<file path="src/rtl/core/wpr_pkg.sv">
package wpr_pkg;

   localparam int FRACTION_BITS = 16;
   localparam int MAX_TERMS     = 7;
   localparam int DATA_W        = 32;
   localparam int TERM_W        = 3;
   localparam int SIGMA_W       = 31;
   localparam int DIV_W         = DATA_W + FRACTION_BITS;
   localparam int DIV_CNT_W     = $clog2(DIV_W);
   localparam int CSR_ADDR_W    = 5;
   localparam int CSR_DATA_W    = 32;

   localparam logic [1:0] OP_RESIDUAL = 2'd0;
   localparam logic [1:0] OP_JACOBIAN = 2'd1;
   localparam logic [1:0] OP_BOTH     = 2'd2;
   localparam logic [1:0] OP_BOTH_ALT = 2'd3;

   localparam logic KIND_RESIDUAL = 1'b0;
   localparam logic KIND_JACOBIAN = 1'b1;

   localparam logic [2:0] REG_TERM_COUNT = 3'd0;
   localparam logic [2:0] REG_COEF_0     = 3'd1;

   localparam logic signed [63:0] SAT_HI = 64'sh0000_0000_7FFF_FFFF;
   localparam logic signed [63:0] SAT_LO = -64'sh0000_0000_8000_0000;

   localparam logic signed [DATA_W-1:0] FX_ONE = DATA_W'(64'sd1 <<< FRACTION_BITS);

   typedef struct packed {
      logic [1:0]               operation;
      logic signed [DATA_W-1:0] sample_position;
      logic signed [DATA_W-1:0] measured_value;
      logic [SIGMA_W-1:0]       uncertainty;
      logic                     last_point;
   } req_word_type;

   typedef struct packed {
      logic                     result_kind;
      logic [TERM_W-1:0]        term_index;
      logic signed [DATA_W-1:0] value;
      logic                     saturated;
      logic                     sigma_zero;
      logic                     last_of_item;
      logic                     last_of_set;
   } rsp_word_type;

   typedef struct packed {
      logic                     ovf;
      logic signed [DATA_W-1:0] value;
   } sat_type;

   typedef struct packed {
      logic                     start;
      logic signed [DATA_W-1:0] numer;
      logic [SIGMA_W-1:0]       denom;
   } div_req_type;

   typedef struct packed {
      logic                     busy;
      logic                     done;
      logic                     ovf;
      logic signed [DATA_W-1:0] quot;
   } div_sts_type;

   function automatic logic signed [63:0] sext64(input logic signed [DATA_W-1:0] v);
      sext64 = {{(64-DATA_W){v[DATA_W-1]}}, v};
   endfunction

   function automatic sat_type sat64(input logic signed [63:0] v);
      sat_type r;
      if (v > SAT_HI) begin
         r.ovf   = 1'b1;
         r.value = SAT_HI[DATA_W-1:0];
      end else if (v < SAT_LO) begin
         r.ovf   = 1'b1;
         r.value = SAT_LO[DATA_W-1:0];
      end else begin
         r.ovf   = 1'b0;
         r.value = v[DATA_W-1:0];
      end
      return r;
   endfunction

endpackage

</file>
<file path="src/rtl/core/wpr_div.sv">
module wpr_div (
   input  logic                 clock,
   input  logic                 reset,
   input  wpr_pkg::div_req_type div_req,
   output wpr_pkg::div_sts_type div_sts
);

   logic                          busy_ff, busy_in;
   logic                          done_ff, done_in;
   logic                          neg_ff, neg_in;
   logic [wpr_pkg::DIV_CNT_W-1:0] cnt_ff, cnt_in;
   logic [wpr_pkg::SIGMA_W-1:0]   rem_ff, rem_in;
   logic [wpr_pkg::SIGMA_W-1:0]   den_ff, den_in;
   logic [wpr_pkg::DIV_W-1:0]     dvd_ff, dvd_in;

   logic [wpr_pkg::DATA_W-1:0]    abs_num;
   logic [wpr_pkg::SIGMA_W:0]     shifted;
   logic [wpr_pkg::SIGMA_W+1:0]   diff;
   logic                          pos_ovf;
   logic                          neg_ovf;
   logic [wpr_pkg::DATA_W-1:0]    neg_mag;

   assign abs_num = div_req.numer[wpr_pkg::DATA_W-1] ? (~div_req.numer + 1'b1)
                                                     : div_req.numer;
   assign shifted = {rem_ff, dvd_ff[wpr_pkg::DIV_W-1]};
   assign diff    = {1'b0, shifted} - {2'b00, den_ff};

   always_comb begin
      busy_in = busy_ff;
      done_in = 1'b0;
      neg_in  = neg_ff;
      cnt_in  = cnt_ff;
      rem_in  = rem_ff;
      den_in  = den_ff;
      dvd_in  = dvd_ff;
      if (div_req.start) begin
         busy_in = 1'b1;
         neg_in  = div_req.numer[wpr_pkg::DATA_W-1];
         cnt_in  = '0;
         rem_in  = '0;
         den_in  = div_req.denom;
         dvd_in  = {abs_num, {wpr_pkg::FRACTION_BITS{1'b0}}};
      end else if (busy_ff) begin
         // restoring step, one quotient bit per cycle
         if (!diff[wpr_pkg::SIGMA_W+1]) begin
            rem_in = diff[wpr_pkg::SIGMA_W-1:0];
            dvd_in = {dvd_ff[wpr_pkg::DIV_W-2:0], 1'b1};
         end else begin
            rem_in = shifted[wpr_pkg::SIGMA_W-1:0];
            dvd_in = {dvd_ff[wpr_pkg::DIV_W-2:0], 1'b0};
         end
         cnt_in = cnt_ff + 1'b1;
         if (cnt_ff == wpr_pkg::DIV_CNT_W'(wpr_pkg::DIV_W - 1)) begin
            busy_in = 1'b0;
            done_in = 1'b1;
         end
      end
   end

   always_ff @(posedge clock) begin
      if (reset) begin
         busy_ff <= 1'b0;
         done_ff <= 1'b0;
      end else begin
         busy_ff <= busy_in;
         done_ff <= done_in;
      end
      neg_ff <= neg_in;
      cnt_ff <= cnt_in;
      rem_ff <= rem_in;
      den_ff <= den_in;
      dvd_ff <= dvd_in;
   end

   // quotient magnitude sits in dvd_ff once done
   assign pos_ovf = |dvd_ff[wpr_pkg::DIV_W-1:wpr_pkg::DATA_W-1];
   assign neg_ovf = (|dvd_ff[wpr_pkg::DIV_W-1:wpr_pkg::DATA_W])
                  || (dvd_ff[wpr_pkg::DATA_W-1] && (|dvd_ff[wpr_pkg::DATA_W-2:0]));
   assign neg_mag = ~dvd_ff[wpr_pkg::DATA_W-1:0] + 1'b1;

   always_comb begin
      div_sts.busy = busy_ff;
      div_sts.done = done_ff;
      if (neg_ff) begin
         div_sts.ovf  = neg_ovf;
         div_sts.quot = neg_ovf ? wpr_pkg::SAT_LO[wpr_pkg::DATA_W-1:0] : neg_mag;
      end else begin
         div_sts.ovf  = pos_ovf;
         div_sts.quot = pos_ovf ? wpr_pkg::SAT_HI[wpr_pkg::DATA_W-1:0]
                                : dvd_ff[wpr_pkg::DATA_W-1:0];
      end
   end

endmodule

</file>
<file path="src/rtl/core/weighted_polynomial_residual.sv">
// channel   direction  handshake            word
// req       in         req_valid/req_stall  wpr_pkg::req_word_type
// rsp       out        rsp_valid/rsp_stall  wpr_pkg::rsp_word_type
// csr       in/out     psel/penable/pready  32-bit registers at 4*index
//
// a jacobian row alone skips the weighted sum
// the bit-serial divider makes one pass per result word when sigma is nonzero
// powers and the weighted sum share one 32x32 multiplier, a multiply then an update phase per term
// reset clears the sequencer, term_count to 1 and coefficients to 0
// req_stall is high from acceptance until the last word is in the output register
// rsp words wait in the output register while rsp_stall is high
module weighted_polynomial_residual (
   input  logic                                clock,
   input  logic                                reset,
   input  logic                                req_valid,
   output logic                                req_stall,
   input  wpr_pkg::req_word_type               req_data,
   output logic                                rsp_valid,
   input  logic                                rsp_stall,
   output wpr_pkg::rsp_word_type               rsp_data,
   input  logic                                psel,
   input  logic                                penable,
   input  logic                                pwrite,
   input  logic [wpr_pkg::CSR_ADDR_W-1:0]      paddr,
   input  logic [wpr_pkg::CSR_DATA_W-1:0]      pwdata,
   output logic [wpr_pkg::CSR_DATA_W-1:0]      prdata,
   output logic                                pready
);

   localparam logic [2:0] ST_IDLE = 3'd0;
   localparam logic [2:0] ST_POW  = 3'd1;
   localparam logic [2:0] ST_SUM  = 3'd2;
   localparam logic [2:0] ST_SUBY = 3'd3;
   localparam logic [2:0] ST_JAC  = 3'd4;
   localparam logic [2:0] ST_DIV  = 3'd5;
   localparam logic [2:0] ST_EMIT = 3'd6;

   // config registers
   logic [wpr_pkg::TERM_W-1:0]        term_count_ff, term_count_in;
   logic signed [wpr_pkg::DATA_W-1:0] coef_ff [wpr_pkg::MAX_TERMS];
   logic signed [wpr_pkg::DATA_W-1:0] coef_in [wpr_pkg::MAX_TERMS];

   // sequencer
   logic [2:0]                        state_ff, state_in;
   logic                              phase_ff, phase_in;
   logic [wpr_pkg::TERM_W-1:0]        k_ff, k_in;
   logic [wpr_pkg::TERM_W-1:0]        nterms_ff, nterms_in;
   logic [1:0]                        op_ff, op_in;
   logic signed [wpr_pkg::DATA_W-1:0] t_ff, t_in;
   logic signed [wpr_pkg::DATA_W-1:0] y_ff, y_in;
   logic [wpr_pkg::SIGMA_W-1:0]       sigma_ff, sigma_in;
   logic                              last_ff, last_in;
   logic signed [wpr_pkg::DATA_W-1:0] pw_ff [wpr_pkg::MAX_TERMS];
   logic signed [wpr_pkg::DATA_W-1:0] pw_in [wpr_pkg::MAX_TERMS];
   logic [wpr_pkg::MAX_TERMS-1:0]     pws_ff, pws_in;
   logic signed [63:0]                prod_ff, prod_in;
   logic signed [wpr_pkg::DATA_W-1:0] acc_ff, acc_in;
   logic                              flag_ff, flag_in;
   logic                              kind_ff, kind_in;
   logic signed [wpr_pkg::DATA_W-1:0] val_ff, val_in;
   logic                              rsp_valid_ff, rsp_valid_in;
   wpr_pkg::rsp_word_type             rsp_word_ff, rsp_word_in;

   logic [wpr_pkg::TERM_W-1:0]        pw_idx;
   logic signed [wpr_pkg::DATA_W-1:0] pw_rd;
   logic                              pws_rd;
   logic signed [wpr_pkg::DATA_W-1:0] mul_a;
   logic signed [wpr_pkg::DATA_W-1:0] mul_b;
   logic signed [63:0]                mul_p;
   wpr_pkg::sat_type                  prod_sat;
   wpr_pkg::sat_type                  sum_sat;
   wpr_pkg::sat_type                  suby_sat;
   logic                              sigma_zero;
   logic                              last_item;
   logic                              csr_write;
   logic [2:0]                        csr_idx;
   logic [wpr_pkg::TERM_W-1:0]        coef_sel;
   logic [wpr_pkg::TERM_W-1:0]        req_terms;
   wpr_pkg::div_req_type              div_req;
   wpr_pkg::div_sts_type              div_sts;

   wpr_div u_div (
      .clock   (clock),
      .reset   (reset),
      .div_req (div_req),
      .div_sts (div_sts)
   );

   // register port
   assign pready    = 1'b1;
   assign csr_write = psel && penable && pwrite;
   assign csr_idx   = paddr[wpr_pkg::CSR_ADDR_W-1:2];
   assign coef_sel  = csr_idx - wpr_pkg::REG_COEF_0;

   always_comb begin
      if (csr_idx == wpr_pkg::REG_TERM_COUNT) begin
         prdata = {{(wpr_pkg::CSR_DATA_W-wpr_pkg::TERM_W){1'b0}}, term_count_ff};
      end else begin
         prdata = coef_ff[coef_sel];
      end
   end

   always_comb begin
      term_count_in = term_count_ff;
      for (int i = 0; i < wpr_pkg::MAX_TERMS; i++) begin
         coef_in[i] = coef_ff[i];
      end
      if (csr_write) begin
         if (csr_idx == wpr_pkg::REG_TERM_COUNT) begin
            term_count_in = pwdata[wpr_pkg::TERM_W-1:0];
         end else begin
            coef_in[coef_sel] = pwdata;
         end
      end
   end

   // shared multiplier datapath
   assign pw_idx     = (state_ff == ST_POW) ? (k_ff - 1'b1) : k_ff;
   assign pw_rd      = pw_ff[pw_idx];
   assign pws_rd     = pws_ff[pw_idx];
   assign mul_a      = (state_ff == ST_POW) ? t_ff : coef_ff[k_ff];
   assign mul_b      = pw_rd;
   assign mul_p      = mul_a * mul_b;
   assign prod_sat   = wpr_pkg::sat64(prod_ff >>> wpr_pkg::FRACTION_BITS);
   assign sum_sat    = wpr_pkg::sat64(wpr_pkg::sext64(acc_ff)
                                      + wpr_pkg::sext64(prod_sat.value));
   assign suby_sat   = wpr_pkg::sat64(wpr_pkg::sext64(acc_ff) - wpr_pkg::sext64(y_ff));
   assign sigma_zero = (sigma_ff == '0);
   assign last_item  = (kind_ff == wpr_pkg::KIND_RESIDUAL) ? (op_ff == wpr_pkg::OP_RESIDUAL)
                                                           : (k_ff == nterms_ff - 1'b1);

   always_comb begin
      if (term_count_ff == '0) begin
         req_terms = wpr_pkg::TERM_W'(1);
      end else if (term_count_ff > wpr_pkg::TERM_W'(wpr_pkg::MAX_TERMS)) begin
         req_terms = wpr_pkg::TERM_W'(wpr_pkg::MAX_TERMS);
      end else begin
         req_terms = term_count_ff;
      end
   end

   always_comb begin
      state_in     = state_ff;
      phase_in     = phase_ff;
      k_in         = k_ff;
      nterms_in    = nterms_ff;
      op_in        = op_ff;
      t_in         = t_ff;
      y_in         = y_ff;
      sigma_in     = sigma_ff;
      last_in      = last_ff;
      for (int i = 0; i < wpr_pkg::MAX_TERMS; i++) begin
         pw_in[i] = pw_ff[i];
      end
      pws_in       = pws_ff;
      prod_in      = prod_ff;
      acc_in       = acc_ff;
      flag_in      = flag_ff;
      kind_in      = kind_ff;
      val_in       = val_ff;
      rsp_valid_in = rsp_valid_ff && rsp_stall;
      rsp_word_in  = rsp_word_ff;
      div_req.start = 1'b0;
      div_req.numer = acc_ff;
      div_req.denom = sigma_ff;

      case (state_ff)
         ST_IDLE: begin
            if (req_valid) begin
               op_in     = (req_data.operation == wpr_pkg::OP_BOTH_ALT) ? wpr_pkg::OP_BOTH
                                                                        : req_data.operation;
               t_in      = req_data.sample_position;
               y_in      = req_data.measured_value;
               sigma_in  = req_data.uncertainty;
               last_in   = req_data.last_point;
               nterms_in = req_terms;
               pw_in[0]  = wpr_pkg::FX_ONE;
               pws_in[0] = 1'b0;
               acc_in    = '0;
               flag_in   = 1'b0;
               phase_in  = 1'b0;
               if (req_terms == wpr_pkg::TERM_W'(1)) begin
                  k_in     = '0;
                  state_in = (op_in == wpr_pkg::OP_JACOBIAN) ? ST_JAC : ST_SUM;
               end else begin
                  k_in     = wpr_pkg::TERM_W'(1);
                  state_in = ST_POW;
               end
            end
         end
         ST_POW: begin
            if (!phase_ff) begin
               prod_in  = mul_p;
               phase_in = 1'b1;
            end else begin
               pw_in[k_ff]  = prod_sat.value;
               pws_in[k_ff] = pws_rd || prod_sat.ovf;
               phase_in     = 1'b0;
               if (k_ff == nterms_ff - 1'b1) begin
                  k_in     = '0;
                  state_in = (op_ff == wpr_pkg::OP_JACOBIAN) ? ST_JAC : ST_SUM;
               end else begin
                  k_in = k_ff + 1'b1;
               end
            end
         end
         ST_SUM: begin
            if (!phase_ff) begin
               prod_in  = mul_p;
               phase_in = 1'b1;
            end else begin
               flag_in  = flag_ff || prod_sat.ovf || pws_rd || sum_sat.ovf;
               acc_in   = sum_sat.value;
               phase_in = 1'b0;
               if (k_ff == nterms_ff - 1'b1) begin
                  k_in     = '0;
                  state_in = ST_SUBY;
               end else begin
                  k_in = k_ff + 1'b1;
               end
            end
         end
         ST_SUBY: begin
            acc_in  = suby_sat.value;
            flag_in = flag_ff || suby_sat.ovf;
            kind_in = wpr_pkg::KIND_RESIDUAL;
            if (sigma_zero) begin
               val_in   = '0;
               state_in = ST_EMIT;
            end else begin
               div_req.start = 1'b1;
               div_req.numer = suby_sat.value;
               state_in      = ST_DIV;
            end
         end
         ST_JAC: begin
            kind_in = wpr_pkg::KIND_JACOBIAN;
            flag_in = pws_rd;
            if (sigma_zero) begin
               val_in   = '0;
               state_in = ST_EMIT;
            end else begin
               div_req.start = 1'b1;
               div_req.numer = pw_rd;
               state_in      = ST_DIV;
            end
         end
         ST_DIV: begin
            if (div_sts.done) begin
               val_in   = div_sts.quot;
               flag_in  = flag_ff || div_sts.ovf;
               state_in = ST_EMIT;
            end
         end
         ST_EMIT: begin
            if (!rsp_valid_ff || !rsp_stall) begin
               rsp_valid_in             = 1'b1;
               rsp_word_in.result_kind  = kind_ff;
               rsp_word_in.term_index   = (kind_ff == wpr_pkg::KIND_RESIDUAL) ? '0 : k_ff;
               rsp_word_in.value        = val_ff;
               rsp_word_in.saturated    = flag_ff;
               rsp_word_in.sigma_zero   = sigma_zero;
               rsp_word_in.last_of_item = last_item;
               rsp_word_in.last_of_set  = last_item && last_ff;
               if (last_item) begin
                  state_in = ST_IDLE;
               end else if (kind_ff == wpr_pkg::KIND_RESIDUAL) begin
                  k_in     = '0;
                  state_in = ST_JAC;
               end else begin
                  k_in     = k_ff + 1'b1;
                  state_in = ST_JAC;
               end
            end
         end
         default: begin
            state_in = ST_IDLE;
         end
      endcase
   end

   always_ff @(posedge clock) begin
      if (reset) begin
         state_ff      <= ST_IDLE;
         phase_ff      <= 1'b0;
         rsp_valid_ff  <= 1'b0;
         term_count_ff <= wpr_pkg::TERM_W'(1);
         for (int i = 0; i < wpr_pkg::MAX_TERMS; i++) begin
            coef_ff[i] <= '0;
         end
      end else begin
         state_ff      <= state_in;
         phase_ff      <= phase_in;
         rsp_valid_ff  <= rsp_valid_in;
         term_count_ff <= term_count_in;
         for (int i = 0; i < wpr_pkg::MAX_TERMS; i++) begin
            coef_ff[i] <= coef_in[i];
         end
      end
      k_ff        <= k_in;
      nterms_ff   <= nterms_in;
      op_ff       <= op_in;
      t_ff        <= t_in;
      y_ff        <= y_in;
      sigma_ff    <= sigma_in;
      last_ff     <= last_in;
      for (int i = 0; i < wpr_pkg::MAX_TERMS; i++) begin
         pw_ff[i] <= pw_in[i];
      end
      pws_ff      <= pws_in;
      prod_ff     <= prod_in;
      acc_ff      <= acc_in;
      flag_ff     <= flag_in;
      kind_ff     <= kind_in;
      val_ff      <= val_in;
      rsp_word_ff <= rsp_word_in;
   end

   assign req_stall = (state_ff != ST_IDLE);
   assign rsp_valid = rsp_valid_ff;
   assign rsp_data  = rsp_word_ff;

`ifndef SYNTH
   a_busy_after_accept: assert property (@(posedge clock) disable iff (reset)
      (req_valid && !req_stall) |=> req_stall)
      else $error("sequencer idle after accepting a word");

   a_div_start_idle: assert property (@(posedge clock) disable iff (reset)
      div_req.start |-> !div_sts.busy)
      else $error("divider started while busy");

   a_sigma_zero_value: assert property (@(posedge clock) disable iff (reset)
      (rsp_valid && rsp_data.sigma_zero) |-> (rsp_data.value == '0))
      else $error("zero sigma word with nonzero value");

   a_residual_index: assert property (@(posedge clock) disable iff (reset)
      (rsp_valid && (rsp_data.result_kind == wpr_pkg::KIND_RESIDUAL))
      |-> (rsp_data.term_index == '0))
      else $error("residual word with nonzero term index");

   a_set_implies_item: assert property (@(posedge clock) disable iff (reset)
      (rsp_valid && rsp_data.last_of_set) |-> rsp_data.last_of_item)
      else $error("last of set without last of item");
`endif

endmodule

</file>
<file path="config.mk">
export PLATFORM = sky130hd
export DESIGN_NAME = weighted_polynomial_residual
export DESIGN_NICKNAME = d
export VERILOG_FILES = /design/src/rtl/core/wpr_pkg.sv /design/src/rtl/core/wpr_div.sv /design/src/rtl/core/weighted_polynomial_residual.sv
export SDC_FILE = /design/constraint.sdc
export NUM_CORES = 2
export LEC_CHECK = 0
export ABC_AREA = 1
export BUFFER_PORTS_ARGS = -buffer_cell sky130_fd_sc_hd__buf_2
export CAP_MARGIN = 20
export CELL_PAD_IN_SITES_DETAIL_PLACEMENT = 2
export CELL_PAD_IN_SITES_GLOBAL_PLACEMENT = 2
export CORE_MARGIN = 1.5
export CORE_UTILIZATION = 40
export DETAILED_ROUTE_END_ITERATION = 8
export GPL_TIMING_DRIVEN = 0
export PLACE_DENSITY = 0.92
export SETUP_SLACK_MARGIN = 0.1
export SLEW_MARGIN = 20
export SYNTH_ARGS = -nofsm -noshare
export SYNTH_HDL_FRONTEND = slang
export SYNTH_HIERARCHICAL = 1
export SYNTH_SLANG_ARGS = --single-unit
</file>
<file path="constraint.sdc">
create_clock -name clock -period 12.3 [get_ports clock]
set_input_delay 1.23 -clock clock [delete_from_list [all_inputs] [get_ports clock]]
set_output_delay 1.23 -clock clock [all_outputs]
set_load 0.03 [all_outputs]
</file>
==> run_summary.xml <==
<?xml version="1.0" encoding="UTF-8"?>
<metrics>
  <group name="run_status">
    <metric name="status" unit="">complete, but fails checks</metric>
    <metric name="failed_checks" unit="">max-capacitance violations, max-slew violations</metric>
  </group>
  <group name="critical_path">
    <metric name="start_kind" unit="">flop</metric>
    <metric name="worstReg2RegEnd" unit="">prod_ff[59]</metric>
    <metric name="arrival" unit="ps">12740</metric>
    <metric name="ff2ff_path_depth" unit="">37</metric>
    <metric name="max_stage_delay" unit="ps">960</metric>
    <metric name="path_common_cell" unit="">inv_1</metric>
    <metric name="rrSetupSlack" unit="ps">60</metric>
    <metric name="critical-path-top-delay-family" unit="">adder cells</metric>
    <metric name="worst-setup-path-type" unit="">reg2reg</metric>
    <metric name="cp_capture_type" unit="">flop</metric>
    <metric name="critical_path_top_delay_cell" unit="">clkdlybuf4s15_1</metric>
    <metric name="worst-path-max-fanout" unit="">10</metric>
    <metric name="cp_num_buf_inv" unit="">13</metric>
    <metric name="timing.critical_path.required" unit="ps">12790</metric>
  </group>
  <group name="global_route">
    <metric name="grt_max_degree" unit="">63</metric>
    <metric name="initial_antenna_violation_count" unit="">45</metric>
    <metric name="grt_first_pass_wirelength" unit="mm">638.9</metric>
    <metric name="first_global_vias" unit="">89050</metric>
    <metric name="total_routing_usage_gr" unit="">0.4392</metric>
    <metric name="grt-ovfl-total" unit="">0</metric>
  </group>
  <group name="final_layout">
    <metric name="layout.cells.non_filler" unit="">12660</metric>
    <metric name="final_cell_mix" unit="">nand2_1 (1765), inv_1 (1650), nor2_1 (1309), fa_1 (1079), o21ai_0 (588)</metric>
    <metric name="drive_above_1_share" unit="">0.07693</metric>
    <metric name="area_growth_syn_to_layout" unit="%">10.95</metric>
    <metric name="mostFrequentLayoutCell" unit="">nand2_1</metric>
    <metric name="final_design_area_no_fill" unit="um2">88660</metric>
    <metric name="final_nets" unit="">11410</metric>
    <metric name="num-fill-cells" unit="">22030</metric>
  </group>
  <group name="synthesis">
    <metric name="synth-warning-count" unit="">6</metric>
    <metric name="synthesis.area_per_instance" unit="um2">8.394</metric>
    <metric name="synthCells" unit="">9520</metric>
    <metric name="post_synth_instance_area" unit="um2">79910</metric>
    <metric name="synth_fp_nets" unit="">11030</metric>
  </group>
  <group name="floorplanning">
    <metric name="ioPinCount" unit="">217</metric>
    <metric name="die_height" unit="um">450.0</metric>
    <metric name="fp.dieArea" unit="um2">202500</metric>
    <metric name="fp-row-count" unit="">163</metric>
    <metric name="core_region_area" unit="um2">197800</metric>
    <metric name="horizontal_die_dimension" unit="um">450.0</metric>
    <metric name="initial_utilization" unit="">0.4039</metric>
  </group>
  <group name="placed_design">
    <metric name="dp_cells" unit="">12430</metric>
    <metric name="placement.setup.worst_slack" unit="ps">-589.6</metric>
    <metric name="finalWeightedCongestion" unit="">1.036</metric>
    <metric name="dpl_cell_area" unit="um2">84980</metric>
    <metric name="placement.io_buffers" unit="">211</metric>
    <metric name="hpwl" unit="mm">340.6</metric>
  </group>
  <group name="hold_path">
    <metric name="min_delay_worst_endpoint" unit="">rsp_data[12]</metric>
    <metric name="min_delay_path_depth" unit="">0</metric>
    <metric name="worstHoldPathType" unit="">reg2reg</metric>
    <metric name="min_from" unit="">val_ff[8]</metric>
  </group>
  <group name="route">
    <metric name="postRouteAntennaNets" unit="">0</metric>
    <metric name="met2RoutedLength" unit="mm">200.7</metric>
    <metric name="drt-met1-wl" unit="mm">156.5</metric>
    <metric name="routed_wire_length_per_instance" unit="um">35.76</metric>
    <metric name="top_signal_layer_used" unit="">met5</metric>
    <metric name="detail_route.iter0.violations" unit="">9282</metric>
    <metric name="drt-pass1-iter-count" unit="">7</metric>
    <metric name="route.final.wire_length" unit="mm">452.9</metric>
    <metric name="routed_via_density" unit="">6.306</metric>
    <metric name="drcViolationCount" unit="">0</metric>
    <metric name="routed-wl-met3" unit="mm">48.92</metric>
    <metric name="dr_total_vias" unit="">79850</metric>
  </group>
  <group name="clock_network">
    <metric name="cts_buffers" unit="">100</metric>
    <metric name="cts_max_level" unit="">3</metric>
    <metric name="clock_path_buffers" unit="">3</metric>
    <metric name="clock_latency" unit="ps">850</metric>
    <metric name="tritoncts" unit="">built</metric>
    <metric name="ctsHoldBuffers" unit="">0</metric>
    <metric name="cts_root_buf" unit="">clkbuf_16</metric>
    <metric name="worst_setup_hold_path_clk_slew" unit="ps">70</metric>
    <metric name="clock-sinks" unit="">843</metric>
  </group>
  <group name="timing">
    <metric name="timing.max_slew.rel_slack" unit="">-0.07502</metric>
    <metric name="report.final.setup_viol" unit="">0</metric>
    <metric name="worst_slack" unit="ps">57.06</metric>
    <metric name="rsz0062_at_grt" unit="">true</metric>
    <metric name="final_hold_viol_count" unit="">0</metric>
    <metric name="finalMaxSlewViolations" unit="">5</metric>
    <metric name="final_min_period_over_clock_period" unit="">0.9954</metric>
    <metric name="holdWs" unit="ps">420.6</metric>
    <metric name="worst_slew_pin_slew" unit="ps">1599</metric>
    <metric name="worst_clock_skew" unit="ps">117.3</metric>
    <metric name="fmax" unit="GHz">0.08168</metric>
    <metric name="layout_min_cycle_time" unit="ps">12240</metric>
  </group>
  <group name="flow_run">
    <metric name="timing.max_cap.violations" unit="">1</metric>
  </group>
</metrics>
[flip-flops by register name, summed over array words and instances, names as in the netlist, 2 cells and up, named ones only]
register / cells
t_ff: 32
rsp_data: 40
val_ff: 32
acc_ff: 32
y_ff: 32
pws_ff: 7
sigma_ff: 31
prod_ff: 48
u_div/rem_ff: 31
u_div/cnt_ff: 6
term_count_ff: 3
nterms_ff: 3
u_div/dvd_ff: 48
pw_ff: 224
u_div/den_ff: 31
state_ff: 3
coef_ff: 224
k_ff: 3
op_ff: 2
[area by class of cell]
| type | count | area (um2) | share of cell area |
|---|---|---|---|
| Multi-Input combinational cell | 6553 | 49440 | 0.5577 |
| Sequential cell | 843 | 22410 | 0.2528 |
| Inverter | 1713 | 6491 | 0.07322 |
| Tap cell | 2640 | 3303 | 0.03726 |
| Clock buffer | 135 | 2755 | 0.03108 |
| Buffer | 410 | 1902 | 0.02145 |
| Timing Repair Buffer | 279 | 1722 | 0.01942 |
| Clock inverter | 50 | 529.3 | 0.005970 |
| Antenna cell | 40 | 100.1 | 0.001129 |
[layer usage]
metal	vias to the layer above	track usage
li1	30710	-
met5	-	0.004498
met1	40760	0.4986
met3	2343	0.1314
met4	42	0.3680
met2	5990	0.6801
[what timing repair did]
action / CTS / global route
gates resized for setup: 13 / 54
setup buffers: 0 / 11
pin swaps: 0 / 1
setup endpoints to repair: 22 / 44
[how the worst max path moves through the flow]
| stage | slack (ps) | end | cells past startpoint | startpoint |
|---|---|---|---|---|
| detailed placement | -590 | prod_ff[61] | 35 | k_ff[1] |
| CTS | 120 | prod_ff[61] | 35 | k_ff[1] |
| floorplan | 3390 | prod_ff[61] | 35 | k_ff[1] |
| global placement | 190 | prod_ff[61] | 30 | flop |
| finish | 60 | prod_ff[59] | 37 | flop |
| global route | 70 | prod_ff[63] | 37 | k_ff[1] |
[stage by stage]
step | TNS (ps) | util
2_1_floorplan | 0 | -
3_3_place_gp | 0 | 0.4260
5_1_grt | 0 | 0.4477
4_1_cts | 0 | 0.4463
6_report | 0 | 0.4482
3_5_place_dp | -2679 | 0.4296
Power is not shown: default switching activity piles up to over one toggle a cycle in this logic, so the estimate is an artifact.
